### src/design/ccp_pkg.sv
// ----------------------------------------------------------------------------
// ccp_pkg: shared types and constants for the column crack partition block
// Opcodes, default sizes, and the command/status bundles that join the
// controller and the datapath.
// ----------------------------------------------------------------------------
`default_nettype none
package ccp_pkg;

  localparam int ROWS_DEF        = 4096;
  localparam int NUM_COLS_DEF    = 4;
  localparam int VALUE_WIDTH_DEF = 32;

  localparam logic [1:0] OPC_WRITE = 2'd0;
  localparam logic [1:0] OPC_TWO   = 2'd1;
  localparam logic [1:0] OPC_THREE = 2'd2;
  localparam logic [1:0] OPC_READ  = 2'd3;

  typedef enum logic [4:0] {
    DP_NOP,
    DP_LOAD,
    DP_X1_INC,
    DP_X2_DEC,
    DP_X3_DEC,
    DP_X1X2_STEP,
    DP_X2X3_DEC,
    DP_X3_FROM_X2,
    DP_RD_X1,
    DP_RD_X2,
    DP_RD_X3,
    DP_RD_B,
    DP_WR_CELL,
    DP_SWAP12,
    DP_SWAP23,
    DP_SWAP13,
    DP_SW_RDB,
    DP_SW_WRA,
    DP_SW_WRB,
    DP_EMIT,
    DP_EMIT_RD
  } dp_op_t;

  typedef struct packed {
    dp_op_t     op;
    logic [1:0] k;
  } dp_cmd_t;

  typedef struct packed {
    logic       x1_le_x2;
    logic       x1_lt_x2;
    logic       x2_ge_x1;
    logic       x2_gt_x1;
    logic       x3_gt_x1;
    logic       x1_lt_x3;
    logic       lt_lo;
    logic       lt_hi;
    logic       rb_ok;
    logic [1:0] n_pieces;
  } dp_status_t;

endpackage
`default_nettype wire

### src/design/ccp_controller.sv
// ----------------------------------------------------------------------------
// ccp_controller: sequencer for cell access and crack partitioning
// Walks the scan loops, calls the row swap sequence and emits pieces.
// ----------------------------------------------------------------------------
`default_nettype none
module ccp_controller (
  input  wire                 clk,
  input  wire                 rst,
  input  wire                 start,
  input  wire [1:0]           opcode,
  output logic                busy,
  output ccp_pkg::dp_cmd_t    cmd,
  input  ccp_pkg::dp_status_t status
);

  typedef enum logic [22:0] {
    ST_IDLE   = 23'd1 << 0,
    ST_WR_RD  = 23'd1 << 1,
    ST_WR_WB  = 23'd1 << 2,
    ST_RD_RD  = 23'd1 << 3,
    ST_RD_EM  = 23'd1 << 4,
    ST_T_TOP  = 23'd1 << 5,
    ST_T_A    = 23'd1 << 6,
    ST_T_IN   = 23'd1 << 7,
    ST_T_B    = 23'd1 << 8,
    ST_T_AFT  = 23'd1 << 9,
    ST_T_POST = 23'd1 << 10,
    ST_S1_TOP = 23'd1 << 11,
    ST_S1_D   = 23'd1 << 12,
    ST_S2_INI = 23'd1 << 13,
    ST_L_TOP  = 23'd1 << 14,
    ST_L_D    = 23'd1 << 15,
    ST_L_POST = 23'd1 << 16,
    ST_M_TOP  = 23'd1 << 17,
    ST_M_D    = 23'd1 << 18,
    ST_SW_B   = 23'd1 << 19,
    ST_SW_WA  = 23'd1 << 20,
    ST_SW_WB  = 23'd1 << 21,
    ST_EMIT   = 23'd1 << 22
  } state_t;

  state_t     state, state_next, ret, ret_next;
  logic [1:0] k, k_next;

  assign busy = (state != ST_IDLE);

  always_comb begin
    state_next = state;
    ret_next   = ret;
    k_next     = k;
    cmd.op     = ccp_pkg::DP_NOP;
    cmd.k      = k;
    unique case (state)
      ST_IDLE: begin
        if (start) begin
          cmd.op = ccp_pkg::DP_LOAD;
          unique case (opcode)
            ccp_pkg::OPC_WRITE: state_next = ST_WR_RD;
            ccp_pkg::OPC_TWO:   state_next = ST_T_TOP;
            ccp_pkg::OPC_THREE: state_next = ST_S1_TOP;
            default:            state_next = ST_RD_RD;
          endcase
        end
      end
      ST_WR_RD: begin
        if (status.rb_ok) begin
          cmd.op     = ccp_pkg::DP_RD_B;
          state_next = ST_WR_WB;
        end else begin
          state_next = ST_IDLE;
        end
      end
      ST_WR_WB: begin
        cmd.op     = ccp_pkg::DP_WR_CELL;
        state_next = ST_IDLE;
      end
      ST_RD_RD: begin
        cmd.op     = ccp_pkg::DP_RD_B;
        state_next = ST_RD_EM;
      end
      ST_RD_EM: begin
        cmd.op     = ccp_pkg::DP_EMIT_RD;
        state_next = ST_IDLE;
      end
      ST_T_TOP: begin
        if (!status.x1_le_x2) begin
          k_next     = 2'd0;
          state_next = ST_EMIT;
        end else begin
          cmd.op     = ccp_pkg::DP_RD_X1;
          state_next = ST_T_A;
        end
      end
      ST_T_A: begin
        if (status.lt_lo) begin
          cmd.op     = ccp_pkg::DP_X1_INC;
          state_next = ST_T_TOP;
        end else begin
          state_next = ST_T_IN;
        end
      end
      ST_T_IN: begin
        if (status.x2_ge_x1) begin
          cmd.op     = ccp_pkg::DP_RD_X2;
          state_next = ST_T_B;
        end else begin
          state_next = ST_T_AFT;
        end
      end
      ST_T_B: begin
        if (!status.lt_lo) begin
          cmd.op     = ccp_pkg::DP_X2_DEC;
          state_next = ST_T_IN;
        end else begin
          state_next = ST_T_AFT;
        end
      end
      ST_T_AFT: begin
        if (status.x1_lt_x2) begin
          cmd.op     = ccp_pkg::DP_SWAP12;
          ret_next   = ST_T_POST;
          state_next = ST_SW_B;
        end else begin
          state_next = ST_T_TOP;
        end
      end
      ST_T_POST: begin
        cmd.op     = ccp_pkg::DP_X1X2_STEP;
        state_next = ST_T_TOP;
      end
      ST_S1_TOP: begin
        if (status.x2_gt_x1) begin
          cmd.op     = ccp_pkg::DP_RD_X2;
          state_next = ST_S1_D;
        end else begin
          state_next = ST_S2_INI;
        end
      end
      ST_S1_D: begin
        if (!status.lt_hi) begin
          cmd.op     = ccp_pkg::DP_X2_DEC;
          state_next = ST_S1_TOP;
        end else begin
          state_next = ST_S2_INI;
        end
      end
      ST_S2_INI: begin
        cmd.op     = ccp_pkg::DP_X3_FROM_X2;
        state_next = ST_L_TOP;
      end
      ST_L_TOP: begin
        if (status.x3_gt_x1) begin
          cmd.op     = ccp_pkg::DP_RD_X3;
          state_next = ST_L_D;
        end else begin
          state_next = ST_M_TOP;
        end
      end
      ST_L_D: begin
        if (status.lt_lo) begin
          state_next = ST_M_TOP;
        end else if (!status.lt_hi) begin
          cmd.op     = ccp_pkg::DP_SWAP23;
          ret_next   = ST_L_POST;
          state_next = ST_SW_B;
        end else begin
          cmd.op     = ccp_pkg::DP_X3_DEC;
          state_next = ST_L_TOP;
        end
      end
      ST_L_POST: begin
        cmd.op     = ccp_pkg::DP_X2X3_DEC;
        state_next = ST_L_TOP;
      end
      ST_M_TOP: begin
        if (status.x1_lt_x3) begin
          cmd.op     = ccp_pkg::DP_RD_X1;
          state_next = ST_M_D;
        end else begin
          k_next     = 2'd0;
          state_next = ST_EMIT;
        end
      end
      ST_M_D: begin
        if (status.lt_lo) begin
          cmd.op     = ccp_pkg::DP_X1_INC;
          state_next = ST_M_TOP;
        end else begin
          cmd.op     = ccp_pkg::DP_SWAP13;
          ret_next   = ST_L_TOP;
          state_next = ST_SW_B;
        end
      end
      ST_SW_B: begin
        cmd.op     = ccp_pkg::DP_SW_RDB;
        state_next = ST_SW_WA;
      end
      ST_SW_WA: begin
        cmd.op     = ccp_pkg::DP_SW_WRA;
        state_next = ST_SW_WB;
      end
      ST_SW_WB: begin
        cmd.op     = ccp_pkg::DP_SW_WRB;
        state_next = ret;
      end
      ST_EMIT: begin
        cmd.op = ccp_pkg::DP_EMIT;
        if (k == status.n_pieces - 2'd1) begin
          state_next = ST_IDLE;
        end else begin
          k_next = k + 2'd1;
        end
      end
      default: state_next = ST_IDLE;
    endcase
  end

  always_ff @(posedge clk) begin
    if (rst) begin
      state <= ST_IDLE;
      ret   <= ST_IDLE;
      k     <= 2'd0;
    end else begin
      state <= state_next;
      ret   <= ret_next;
      k     <= k_next;
    end
  end

  a_swap_order: assert property (@(posedge clk) disable iff (rst)
    (state == ST_SW_WB) |-> ($past(state) == ST_SW_WA))
    else $error("swap write-back out of order");

  a_start_busy: assert property (@(posedge clk) disable iff (rst)
    (start && !busy) |=> busy)
    else $error("accepted command did not raise busy");

  a_emit_range: assert property (@(posedge clk) disable iff (rst)
    (state == ST_EMIT) |-> (k < status.n_pieces))
    else $error("piece index beyond piece count");

endmodule
`default_nettype wire
### config.mk
export PLATFORM = sky130hd
export DESIGN_NAME = ccp_controller
export DESIGN_NICKNAME = d
export VERILOG_FILES = /design/src/design/ccp_pkg.sv /design/src/design/ccp_controller.sv
export SDC_FILE = /design/constraint.sdc
export NUM_CORES = 1
export LEC_CHECK = 0
export BUFFER_PORTS_ARGS = -buffer_cell sky130_fd_sc_hd__clkbuf_2
export CAP_MARGIN = 20
export CORE_MARGIN = 2
export CORE_UTILIZATION = 45
export CTS_CLUSTER_SIZE = 40
export DETAILED_ROUTE_END_ITERATION = 6
export GPL_ROUTABILITY_DRIVEN = 0
export PLACE_DENSITY = 0.73
export SLEW_MARGIN = 20
export SYNTH_ARGS = -nofsm -noshare
export SYNTH_HDL_FRONTEND = slang
export SYNTH_SLANG_ARGS = --single-unit
### constraint.sdc
create_clock -name clk -period 1.87 [get_ports clk]
set_input_delay 0.0935 -clock clk [delete_from_list [all_inputs] [get_ports clk]]
set_output_delay 0.0935 -clock clk [all_outputs]
set_load 0.005 [all_outputs]
Word level (Yosys, flattened, before mapping)
Index checks and enable logic that the tools add are counted.
{ "totals": {"reg_bits": 48, "in_bits": 16, "out_inout_bits": 8, "word_cells": 89} }
{ "op_classes": {"add_sub_neg": 2, "n_eq_ne": 36, "muxes": 41, "n_reduce_logical": 7} }
{ "ops": {"columns": ["operator", "n"], "rows": [
  ["23-bit one-hot mux with 20 select lines", 1],
  ["23-bit two-way mux", 8],
  ["5-bit one-hot mux with 23 select lines", 1],
  ["20-bit two-way mux", 4],
  ["23-bit one-hot mux with 3 select lines", 1],
  ["4-bit two-way mux", 10],
  ["12-bit one-hot mux with 3 select lines", 1],
  ["14-bit two-way mux", 2],
  ["23-bit by 1-bit == test with 1-bit output, second input constant", 1],
  ["23-bit by 10-bit == test with 1-bit output, second input constant", 1],
  ["23-bit by 11-bit == test with 1-bit output, second input constant", 1],
  ["23-bit by 12-bit == test with 1-bit output, second input constant", 1],
  ["23-bit by 13-bit == test with 1-bit output, second input constant", 1],
  ["23-bit by 14-bit == test with 1-bit output, second input constant", 1],
  ["23-bit by 15-bit == test with 1-bit output, second input constant", 1],
  ["23-bit by 16-bit == test with 1-bit output, second input constant", 1],
  ["23-bit by 17-bit == test with 1-bit output, second input constant", 1],
  ["23-bit by 18-bit == test with 1-bit output, second input constant", 1],
  ["23-bit by 19-bit == test with 1-bit output, second input constant", 1],
  ["23-bit by 2-bit == test with 1-bit output, second input constant", 1],
  ["23-bit by 20-bit == test with 1-bit output, second input constant", 1],
  ["23-bit by 21-bit == test with 1-bit output, second input constant", 1],
  ["23-bit by 22-bit == test with 1-bit output, second input constant", 1],
  ["23-bit == test, second input constant", 1],
  ["27 further kinds", 42]
]} }

Logic depth before layout (Yosys ltp)
{ "logic_depth": {"word_depth": 4, "depth_mapped": 10, "depth_no_buf": 6} }

Least setup slack after synthesis
Ideal clock, no wire load.
{ "synth_path": {"path_type": "reg2reg", "from": "reg state[2]", "to": "reg state[9]", "setup_time_ns": 0.117, "arrival_time_ns": 1.873, "t_required_ns": 1.753, "setup_slack_ns": -0.119, "stages_incl_launch_ff": 11, "path_buffers": 4, "synth_period_minus_slack_ns": 1.989, "path_cell_list": "dfxtp_1 -> buf_6 -> or4_1 -> nor3b_1 -> and3_1 -> buf_6 -> a21o_4 -> or2_1 -> buf_6 -> buf_8 -> nor2_1"} }
{ "synth_between": {"elab_chain_cells": 3, "elab_cells_between_ends": 26, "cone_classes": "eq/ne (23); mux (1); reduce/logical (2)"} }
{ "synth_lines": {"columns": ["item", "line_no", "rtl"], "rows": [
  ["from (decl)", "ccp_controller.sv:42", "state_t state, state_next, ret, ret_next;"],
  ["from (signal assigned)", "ccp_controller.sv:224", "state <= state_next;"],
  ["23-bit by 17-bit == test with 1-bit output (tied with other cells)", "ccp_controller.sv:53", "unique case (state)"],
  ["2-bit OR reduction (no source line) or 2-bit != test (tied branches)", null, null],
  ["23-bit one-hot mux with 20 select lines or 2-bit AND reduction (tied branches)", null, null]
]} }
Several ways; a longest one is shown, not always the timed one.
A chain may end at the register's enable or synchronous reset.

==> results.yml <==
floorplanning:
  pin_count: 24
  core_um2: 4086
  start_util_pct: 47.61
  die_w_um: 69.76
  dieArea_um2: 4866
  die_h_um: 69.76
  num_rows: 23
logic_synthesis:
  synthXorXnorAreaFrac_pct: 3.151
  ys_seq_area_share_pct: 29.84
  synthAdderAreaFrac_pct: 0
  syn-instance-count: 241
  synthesis.nets: 257
  ys_types: 52
  synthArstFlopShare_pct: 0
  synthSimpleGateAreaFrac_pct: 49.97
  synth_top_area_cell: "dfxtp_1"
  yosys_warnings: 0
  synth_top_family_by_area: "simple AND/OR/NAND/NOR gates"
  synth_area_per_cell_um2: 8.073
  synth_enable_flop_cells: 0
  synth_top_area_share_pct: 29.84
  synth_ff_type: "dfxtp_1"
  synth_area_um2: 1946
  ys_top_cells_by_area: "dfxtp_1, nor2_1, nand2b_1"
  synth_compound_area_share_pct: 10.48
  synth_seq_cells: 29
  synthMuxAreaShare_pct: 1.029
placement:
  pre_cts_ws_ns: -0.1678
  port-buffer-count: 23
  dpl.hpwl_um: 5054
  dpl_cell_area_um2: 2614
cells_and_area:
  fin_util_pct: 79.76
  fin_area_um2: 3259
  n_antenna_cell: 0
  multiInputGateArea_um2: 1560
  syn_to_final_growth_pct: 67.52
  final_nets: 370
  regArea_um2: 600.6
  fillCellCount: 218
  drive_gt1_share_pct: 55.21
sta:
  setup-tns-final_ns: -11.11
  setup_slack_ns: -0.6471
  slew_viol_final: 0
  period_needed_ns: 2.517
  setup_viol: 33
  hold_viol_final: 0
  period_share_pct: 134.6
  rsz0062_at_grt: "yes"
  max_freq_mhz: 397.3
  max_slew.worst_pin.slew_ns: 0.5890
  relSlewSlack_pct: 60.18
  clock_skew_ns: 0.007466
cts:
  clk_latency_ns: 0.30
  clk_pin_slew_worst_paths_ns: 0.07
  cts_tree: "yes"
  htreeDepth: 2
  cts-hold-fix-buffers: 0
  clk_path_buf_depth: 2
  numCtsBuffers: 5
  clock_sinks: 29
  clock_tree.root_cell: "clkbuf_8"
setup_path:
  worstReg2RegEnd: "state[5]"
  crit_path_end_kind: "primary output"
  startpoint: "state[3]"
  crit_path_end: "cmd[2]"
  r2r-start: "state[3]"
  rrSetupSlack_ns: -0.49
  start_kind: "register"
  r2r_cells: 10
  cp_data_arrival_time_ns: 2.42
  critPathRequiredTime_ns: 1.78
  path_max_fanout: 3
  crit_type: "reg2out"
routing:
  via_per_inst: 6.644
  drt_wl_total_um: 9292
  drt-pass1-iter-count: 5
  drt_iter0_drc: 318
  drcViolationCount: 0
  vias: 2691
  ant_nets: 0
  avgRoutedWirePerCell_um: 22.94
hold_path:
  hp-start: "opcode[0]"
  hp-class: "in2reg"
outcome:
  violations: "setup timing"
  status: "finished, violations left"
global_routing:
  grt-ovfl-total: 0
  grt_pass1_wl_um: 12750
  first_global_vias: 2565
  gr-usage-all-layers_pct: 33.71
  antenna_found_initial: 0
  grt_max_degree: 13
run:
  maxCapViolCount: 0
power:
  power.static_leakage_uw: 0.001419
  vdd_drop_max_v: 0.0004755
  power_density_nw_per_um2: 661.1
how the worst min path moves through the flow:
stage / end / cells past startpoint
6_report: state[1] / 2
5_1_grt: state[1] / 2
4_1_cts: state[1] / 2
3_5_place_dp: state[1] / 2
3_3_place_gp: state[1] / 2
2_1_floorplan: state[1] / 1
cell usage after synthesis, types with 3 or more instances:
| library cell | instances |
|---|---|
| nor2_1 | 37 |
| dfxtp_1 | 29 |
| nand3_1 | 15 |
| nand2_1 | 13 |
| nand2b_1 | 12 |
| nand4_1 | 9 |
| nor4_1 | 9 |
| nand3b_1 | 8 |
| nor3_1 | 8 |
| o21ai_0 | 7 |
| inv_1 | 6 |
| nor3b_1 | 6 |
| nor4b_1 | 6 |
| a21oi_1 | 5 |
| or4_1 | 5 |
| buf_6 | 4 |
| clkbuf_1 | 4 |
| nor2b_1 | 4 |
| xor2_1 | 4 |
| and3b_1 | 3 |
| nor4_4 | 3 |
| xnor2_1 | 3 |
layout by cell type (no fill, tap or decap), types with 4 or more instances in the layout:
cell type,instances
nor2_1,23
nor3b_1,4
nor2_4,6
nor4_4,8
nor2_2,8
xor2_1,4
clkbuf_8,6
nand2b_1,12
dfxtp_2,10
nand3b_1,8
inv_1,5
nand2_1,10
clkbuf_2,23
dfxtp_1,17
nor3_1,4
nor4b_1,4
buf_6,6
o21ai_0,6
buf_4,84
nand3_1,13
nand4_1,9
cell families after synthesis:
group / Yosys count
AND/OR/NAND/NOR: 157
AO/OA/AOI/OAI: 29
flip-flops: 29
buffers and inverters: 17
XOR/XNOR: 7
multiplexers: 2
stage by stage:
step	hold slack (ns)	cells	total power, uW
6_report	0.007808	405	2155
5_1_grt	0.006187	405	2207
4_1_cts	0.006402	395	1978
3_5_place_dp	0.3161	374	1139
3_3_place_gp	0.3061	374	1127
2_1_floorplan	0.1707	241	931.3
critical path, cell delays in order, from the launching register on:
cell and delay, ns:
dfxtp_2 0.35, nor4_4 0.34, buf_4 0.17, nand4_1 0.19, or4_1 0.47, o2111a_1 0.28, nand4_1 0.09, or4_1 0.11
clkbuf_2 0.11
where the power goes:
| part | switching (uW) | internal [uW] |
|---|---|---|
| Clock | 274 | 433 |
| Combinational | 398 | 394 |
| Sequential | 27.8 | 628 |
| Total | 700 | 1450 |
metal layers:
| layer | vias to the layer above | part of all wire [%] | GRT usage [%] |
|---|---|---|---|
| met2 | 217 | 45 | 56.30 |
| met5 | - | 0 | 0 |
| met4 | 0 | 8.6 | 20.30 |
| met3 | 92 | 9.8 | 9.448 |
| met1 | 1255 | 36 | 38.00 |
| li1 | 1127 | - | - |
flip-flops by register name, summed over array words and instances (netlist names):
name,cells
ret,4
state,23
k,2
what timing repair did:
| action | in CTS | in global routing |
|---|---|---|
| gates resized for setup | 50 | 40 |
| setup endpoints to repair | 32 | 35 |
| cloned | 1 | 0 |
| pin swaps | 19 | 22 |
| setup buffers | 12 | 10 |
area by class of cell:
cell class | instances | share of cell area, %
Clock buffer | 6 | 2.534
Clock inverter | 2 | 1.152
Inverter | 6 | 0.7678
Multi-Input combinational cell | 195 | 47.87
Sequential cell | 29 | 18.43
Tap cell | 50 | 1.919
Timing Repair Buffer | 117 | 27.33
Power figures use the tool's default switching activity.
